`config.mk`:
```
export PLATFORM = sky130hd
export DESIGN_NAME = lmsfb_ctrl
export DESIGN_NICKNAME = d
export VERILOG_FILES = /design/src/lmsfb_pkg.sv /design/src/lmsfb_ctrl.sv
export SDC_FILE = /design/constraint.sdc
export NUM_CORES = 1
export LEC_CHECK = 0
export ABC_AREA = 1
export BUFFER_PORTS_ARGS = -buffer_cell sky130_fd_sc_hd__clkbuf_2
export CAP_MARGIN = 20
export CELL_PAD_IN_SITES_DETAIL_PLACEMENT = 0
export CELL_PAD_IN_SITES_GLOBAL_PLACEMENT = 1
export CORE_UTILIZATION = 24
export CTS_CLUSTER_DIAMETER = 40
export DETAILED_ROUTE_END_ITERATION = 10
export MAX_ROUTING_LAYER = met4
export PLACE_DENSITY = 0.69
export SLEW_MARGIN = 10
export SYNTH_ARGS = -nofsm -noshare
export SYNTH_HDL_FRONTEND = slang
export SYNTH_SLANG_ARGS = --single-unit
```
`constraint.sdc`:
```
create_clock -name clk_i -period 1.15 [get_ports clk_i]
set_input_delay 0.1725 -clock clk_i [delete_from_list [all_inputs] [get_ports clk_i]]
set_output_delay 0.1725 -clock clk_i [all_outputs]
set_load 0.02 [all_outputs]
```
`src/lmsfb_pkg.sv`:
```
`timescale 1ns / 1ps
// ----------------------------------------------------------------------------
// lmsfb_pkg: shared definitions for the serpentine sprite framebuffer
// Operation codes, sizes and the controller/datapath interface types.
// ----------------------------------------------------------------------------
package lmsfb_pkg;

  localparam int unsigned SIDE_DEFAULT = 16;
  localparam int unsigned COLOR_W      = 24;
  localparam int unsigned FUNC_W       = 3;

  localparam logic [FUNC_W-1:0] FN_SET_BG  = 3'd0;
  localparam logic [FUNC_W-1:0] FN_FILL    = 3'd1;
  localparam logic [FUNC_W-1:0] FN_SPRITE  = 3'd2;
  localparam logic [FUNC_W-1:0] FN_SET_PIX = 3'd3;
  localparam logic [FUNC_W-1:0] FN_RESTORE = 3'd4;
  localparam logic [FUNC_W-1:0] FN_READ    = 3'd5;

  // Source of the next result loaded into the output register.
  typedef enum logic [1:0] {
    OUT_ITEM,
    OUT_READ,
    OUT_SWEEP
  } out_src_e;

  typedef struct packed {
    logic     accept;
    logic     fill_we;
    logic     fill_zero;
    logic     copy_rd;
    logic     out_load;
    out_src_e out_src;
  } cmd_t;

  typedef struct packed {
    logic cnt_last;
  } status_t;

endpackage

```
`src/lmsfb_ctrl.sv`:
```
`timescale 1ns / 1ps
// ----------------------------------------------------------------------------
// lmsfb_ctrl: sequencing state machine
// Runs the clearing pass, the fill and restore sweeps and the handshakes.
// ----------------------------------------------------------------------------
module lmsfb_ctrl
  import lmsfb_pkg::*;
(
  input  logic              clk_i,
  input  logic              rst_ni,
  input  logic              in_valid_i,
  output logic              in_ready_o,
  input  logic [FUNC_W-1:0] func_i,
  output logic              out_valid_o,
  input  logic              out_ready_i,
  output cmd_t              cmd_o,
  input  status_t           status_i
);

  typedef enum logic [2:0] {
    S_CLEAR,
    S_IDLE,
    S_FILL,
    S_COPY,
    S_DRAIN,
    S_READ
  } state_e;

  state_e state_q, state_d;
  logic   out_valid_q, out_valid_d;

  assign in_ready_o = (state_q == S_IDLE) && (!out_valid_q || out_ready_i);

  always_comb begin
    state_d         = state_q;
    cmd_o.accept    = 1'b0;
    cmd_o.fill_we   = 1'b0;
    cmd_o.fill_zero = 1'b0;
    cmd_o.copy_rd   = 1'b0;
    cmd_o.out_load  = 1'b0;
    cmd_o.out_src   = OUT_ITEM;
    unique case (state_q)
      S_CLEAR: begin
        cmd_o.fill_we   = 1'b1;
        cmd_o.fill_zero = 1'b1;
        if (status_i.cnt_last) state_d = S_IDLE;
      end
      S_IDLE: begin
        if (in_valid_i && in_ready_o) begin
          cmd_o.accept = 1'b1;
          if (func_i == FN_FILL) begin
            state_d = S_FILL;
          end else if (func_i == FN_RESTORE) begin
            state_d = S_COPY;
          end else if (func_i == FN_READ) begin
            state_d = S_READ;
          end else begin
            cmd_o.out_load = 1'b1;
          end
        end
      end
      S_FILL: begin
        cmd_o.fill_we = 1'b1;
        if (status_i.cnt_last) begin
          cmd_o.out_load = 1'b1;
          cmd_o.out_src  = OUT_SWEEP;
          state_d        = S_IDLE;
        end
      end
      S_COPY: begin
        cmd_o.copy_rd = 1'b1;
        if (status_i.cnt_last) state_d = S_DRAIN;
      end
      S_DRAIN: begin
        cmd_o.out_load = 1'b1;
        cmd_o.out_src  = OUT_SWEEP;
        state_d        = S_IDLE;
      end
      S_READ: begin
        cmd_o.out_load = 1'b1;
        cmd_o.out_src  = OUT_READ;
        state_d        = S_IDLE;
      end
      default: state_d = S_IDLE;
    endcase
  end

  always_comb begin
    out_valid_d = out_valid_q;
    if (cmd_o.out_load) begin
      out_valid_d = 1'b1;
    end else if (out_ready_i) begin
      out_valid_d = 1'b0;
    end
  end

  always_ff @(posedge clk_i or negedge rst_ni) begin
    if (!rst_ni) begin
      state_q     <= S_CLEAR;
      out_valid_q <= 1'b0;
    end else begin
      state_q     <= state_d;
      out_valid_q <= out_valid_d;
    end
  end

  assign out_valid_o = out_valid_q;

endmodule

```
### Word level (Yosys, flattened, before mapping)

Index checks and enable logic that the tools add are counted.

* muxes and demuxes: 21
* eq/ne operators: 12
* reductions and logical operators: 9

Operators with widths (count)
* $mux W3: 7
* $eq A3 B3 Y1 const B: 4
* $mux W1: 11
* $pmux W3 S3: 1
* $eq A3 B1 Y1 const B: 2
* $eq A3 B2 Y1 const B: 2
* $pmux W2 S3: 1
* $ne A2 B1 Y1 const B: 2
* $ne A4 B1 Y1 const B: 1
* $reduce_and A4 Y1: 1
* $reduce_or A2 Y1: 2
* $logic_not A3 Y1: 1
* $pmux W1 S3: 1
* $logic_and A1 B1 Y1: 2
* $ne A2 B2 Y1 const B: 1
* $reduce_bool A2 Y1: 1
* $logic_not A1 Y1: 1
* $logic_or A1 B1 Y1: 1

* register bits after elaboration: 4
* output and inout port bits: 9
* logic and storage cells: 44

### Logic depth before layout (Yosys ltp)

* depth in word-level cells: 7
* depth in mapped cells: 7
* mapped depth without buffers: 7

### Worst setup path after synthesis

Ideal clock, no wire load.

* kind: reg-to-output
* start point: reg state_q[2]
* end point: out cmd_o[1] (netlist name)
* data arrival time: 1261 ps
* stages on the path, launching flop included: 6
* required time: 978 ps
* buffers on the path: 0
* path slack: -284 ps
* cells stage by stage: dfrtp_1 -> nor2_2 -> inv_2 -> nor3_1 -> a21oi_1 -> nor2_1

RTL lines
* from (decl): RTL line lmsfb_ctrl.sv:29 `state_e state_q, state_d;`
* from (signal assigned): RTL line lmsfb_ctrl.sv:102 `state_q <= state_d;`
* to (decl): RTL line lmsfb_ctrl.sv:16 `output cmd_t cmd_o,`

==> results.txt <==
Die area - 0.00155 mm²
Mapped Avg Cell Area - 6.82 µm²
Final core occ - 58.0%
Post-DRT Antenna Nets - 0
RSZ-0062 raised after global routing - yes
Wire per inst - 10.6 µm
Worst reg-to-reg setup slack - -0.17 ns
Site Rows - 13
Count of final setup violators - 11
Status - finished, violations left
Root Buffer - clkbuf_4
# IOs - 17
PortBufs - 16
CP max FO - 5
Multiplexer area fraction after synthesis - 0%
Largest net degree at the start of global routing - 6
CP cell instances - inv_2, nand3_4, nor2_4, nand4_1, nand2_1, clkbuf_8
Core outline area - 0.00130 mm²
Fraction of layout cells with a size suffix above 1 - 67.8%
Ant. Diodes - 0
First-pass GRT wire length - 1.58 mm
CTS clk-pin slew, worst paths - 0.04 ns
Initial core utilization - 25.7%
Die width - 39.3 µm
Least-Margin Pin Slew - 0.191 ns
P&R area growth vs syn - 126%
Top post-synthesis cells by area - dfrtp_1 30%, nand2_1 12%, inv_1 6.7%
Final WL - 1.08 mm
Worst path arrival time - 1.33 ns
Worst hold path class - input port to async pin
Post-synthesis compound-gate area fraction - 5.62%
Final Skew - 0.0117 ns
Clock Sinks - 4
Number of synthesized register bits - 4
Simple-gate area share of the yosys netlist - 53.2%
Drt first pass iters - 2
Startpoint types - flip-flop
Crit-path max cell delay - 0.44 ns
Crit path time final - 1.50 ns
Synth Instances - 49
Post-Synth Adder-Cell Area - 0%
Worst EP required - 0.98 ns
Initial antenna violation count - 0
Place WS - -0.153 ns
GR Overflow Total - 0
Syn_nets - 57
Library cells used by synthesis - 18
Global-route usage over all layers - 16.5%
Largest family of logic cells by synthesized area - simple AND/OR/NAND/NOR gates
Slew headroom - 87.3%
# nets final - 97
DR iter-0 viols - 2
CP Capture Type - output port
Top-area cell type share of the netlist area - 30.0%
Setup slack after layout - -0.348 ns
Post-route clock period utilization - 130%
Xor/xnor cell area share of the yosys netlist - 0%
Synth Warn # - 0
GP Congestion - 0.721
Via count - 429
Die H - 39.3 µm
Leakage power - 0.396 nW
Slowest cell on the critical path - dfrtp_2
Critical path class - flip-flop to output port
FMAX - 0.667 GHz
Power Total - 2.57 mW
Slew Viols, Final - 0
# Max-Cap Violations - 0
Clock Tree Buf Depth - 2
Worst IR drop on VDD - 1.39 mV
H-tree depth - 1
Vias in the first global route - 374
Sequential cell area fraction in the yosys report - 30.0%
CTS Buf Count - 3
DRC viols - 0
CTS tree - yes
Area leader, netlist - dfrtp_1
Final hold violations - 0
Most common cell after layout, fill and taps aside - buf_4
Via/cell ratio - 4.21
Netlist Area Pre-Place - 334 µm²
Clock latency on the worst-skew pair - 0.24 ns
Failing checks - negative setup slack
PD cells - 3400 mW/mm²
Most frequent cells in the layout - 15 x buf_4, 11 x nand2_1, 8 x clkbuf_2
Final HPWL DP - 707 µm
==> timing repair <==
action                                 4_1_cts  5_1_grt
gates cloned                                 0        0
gates resized for setup                     18       13
endpoints found under the hold margin        4        0
setup endpoints to repair                   11       12
setup buffers                                5        4
hold buffers                                 1        0
pin swaps                                   13        8
==> through the flow <==
| stage | cell area (µm²) | hold WS (ns) | setup TNS (ns) | cells |
|---|---|---|---|---|
| after global placement | 538 | -0.0166 | -0.301 | 89 |
| final | 754 | 0.268 | -2.62 | 102 |
| after floorplan | 375 | -0.123 | -0.359 | 49 |
| after detailed placement | 538 | -0.0183 | -0.283 | 89 |
| after CTS | 692 | 0.266 | -2.20 | 98 |
| after global routing | 754 | 0.280 | -3.46 | 102 |
==> logic make-up after synthesis <==
family / after synthesis
compound gates: 3
buf+inv: 9
flops: 4
simple gates: 33
==> metal layers <==
layer | routed length, µm | track usage [%]
met2 | 602 | 26.7
met5 | 0 | -
met1 | 452 | 20.6
met4 | 0 | 2.59
met3 | 29 | 5.11
==> path summary, 6_finish.rpt <==
path,from,endpoint,cells past startpoint
worst max register to register,state_q[1],state_q[2],9
worst min register to register,state_q[1],state_q[1],3
worst min-delay path,rst_ni,out_valid_o,2
min in group clk_i,func_i[0],state_q[1],4
worst max-delay path,state_q[2],cmd_o[2],6
max in group asynchronous,rst_ni,state_q[2],2
==> cell usage after synthesis <==
cell       n
nand2_1   11
dfrtp_1    4
nor2_2     2
buf_4      1
a21oi_1    1
nand2_2    1
o21ai_2    1
nor3_1     2
nand3_2    2
nor2_4     1
nor3_2     1
nand4_1    3
nand3_1    2
nor2_1     6
o21ai_0    1
inv_2      2
nand3b_1   2
inv_1      6
==> where the power goes <==
part,internal (mW),total (mW),switching (mW),leakage (nW)
Clock,0.117,0.178,0.0611,0.0138
Combinational,1.10,2.08,0.973,0.334
Sequential,0.217,0.310,0.0937,0.0484
==> worst max-delay path, delay by kind of cell, from the launching register on <==
| kind | cells | cell delay [ns] |
|---|---|---|
| flops | 1 | 0.44 |
| simple gates | 4 | 0.42 |
| buf+inv | 2 | 0.23 |
==> sequential cells by signal, summed over array words and instances (netlist names) <==
signal and flops:
out_valid_o 1, state_q 3
==> area by class of cell <==
| class | instances | area [µm²] |
|---|---|---|
| repair buffers | 36 | 313 |
| clock buffers | 3 | 22.5 |
| multi-input cells | 36 | 268 |
| well taps | 15 | 18.8 |
| fillers | 119 | 547 |
| inverters | 8 | 30.0 |
| flip-flops and latches | 4 | 103 |
(Power assumes the default switching activity.)
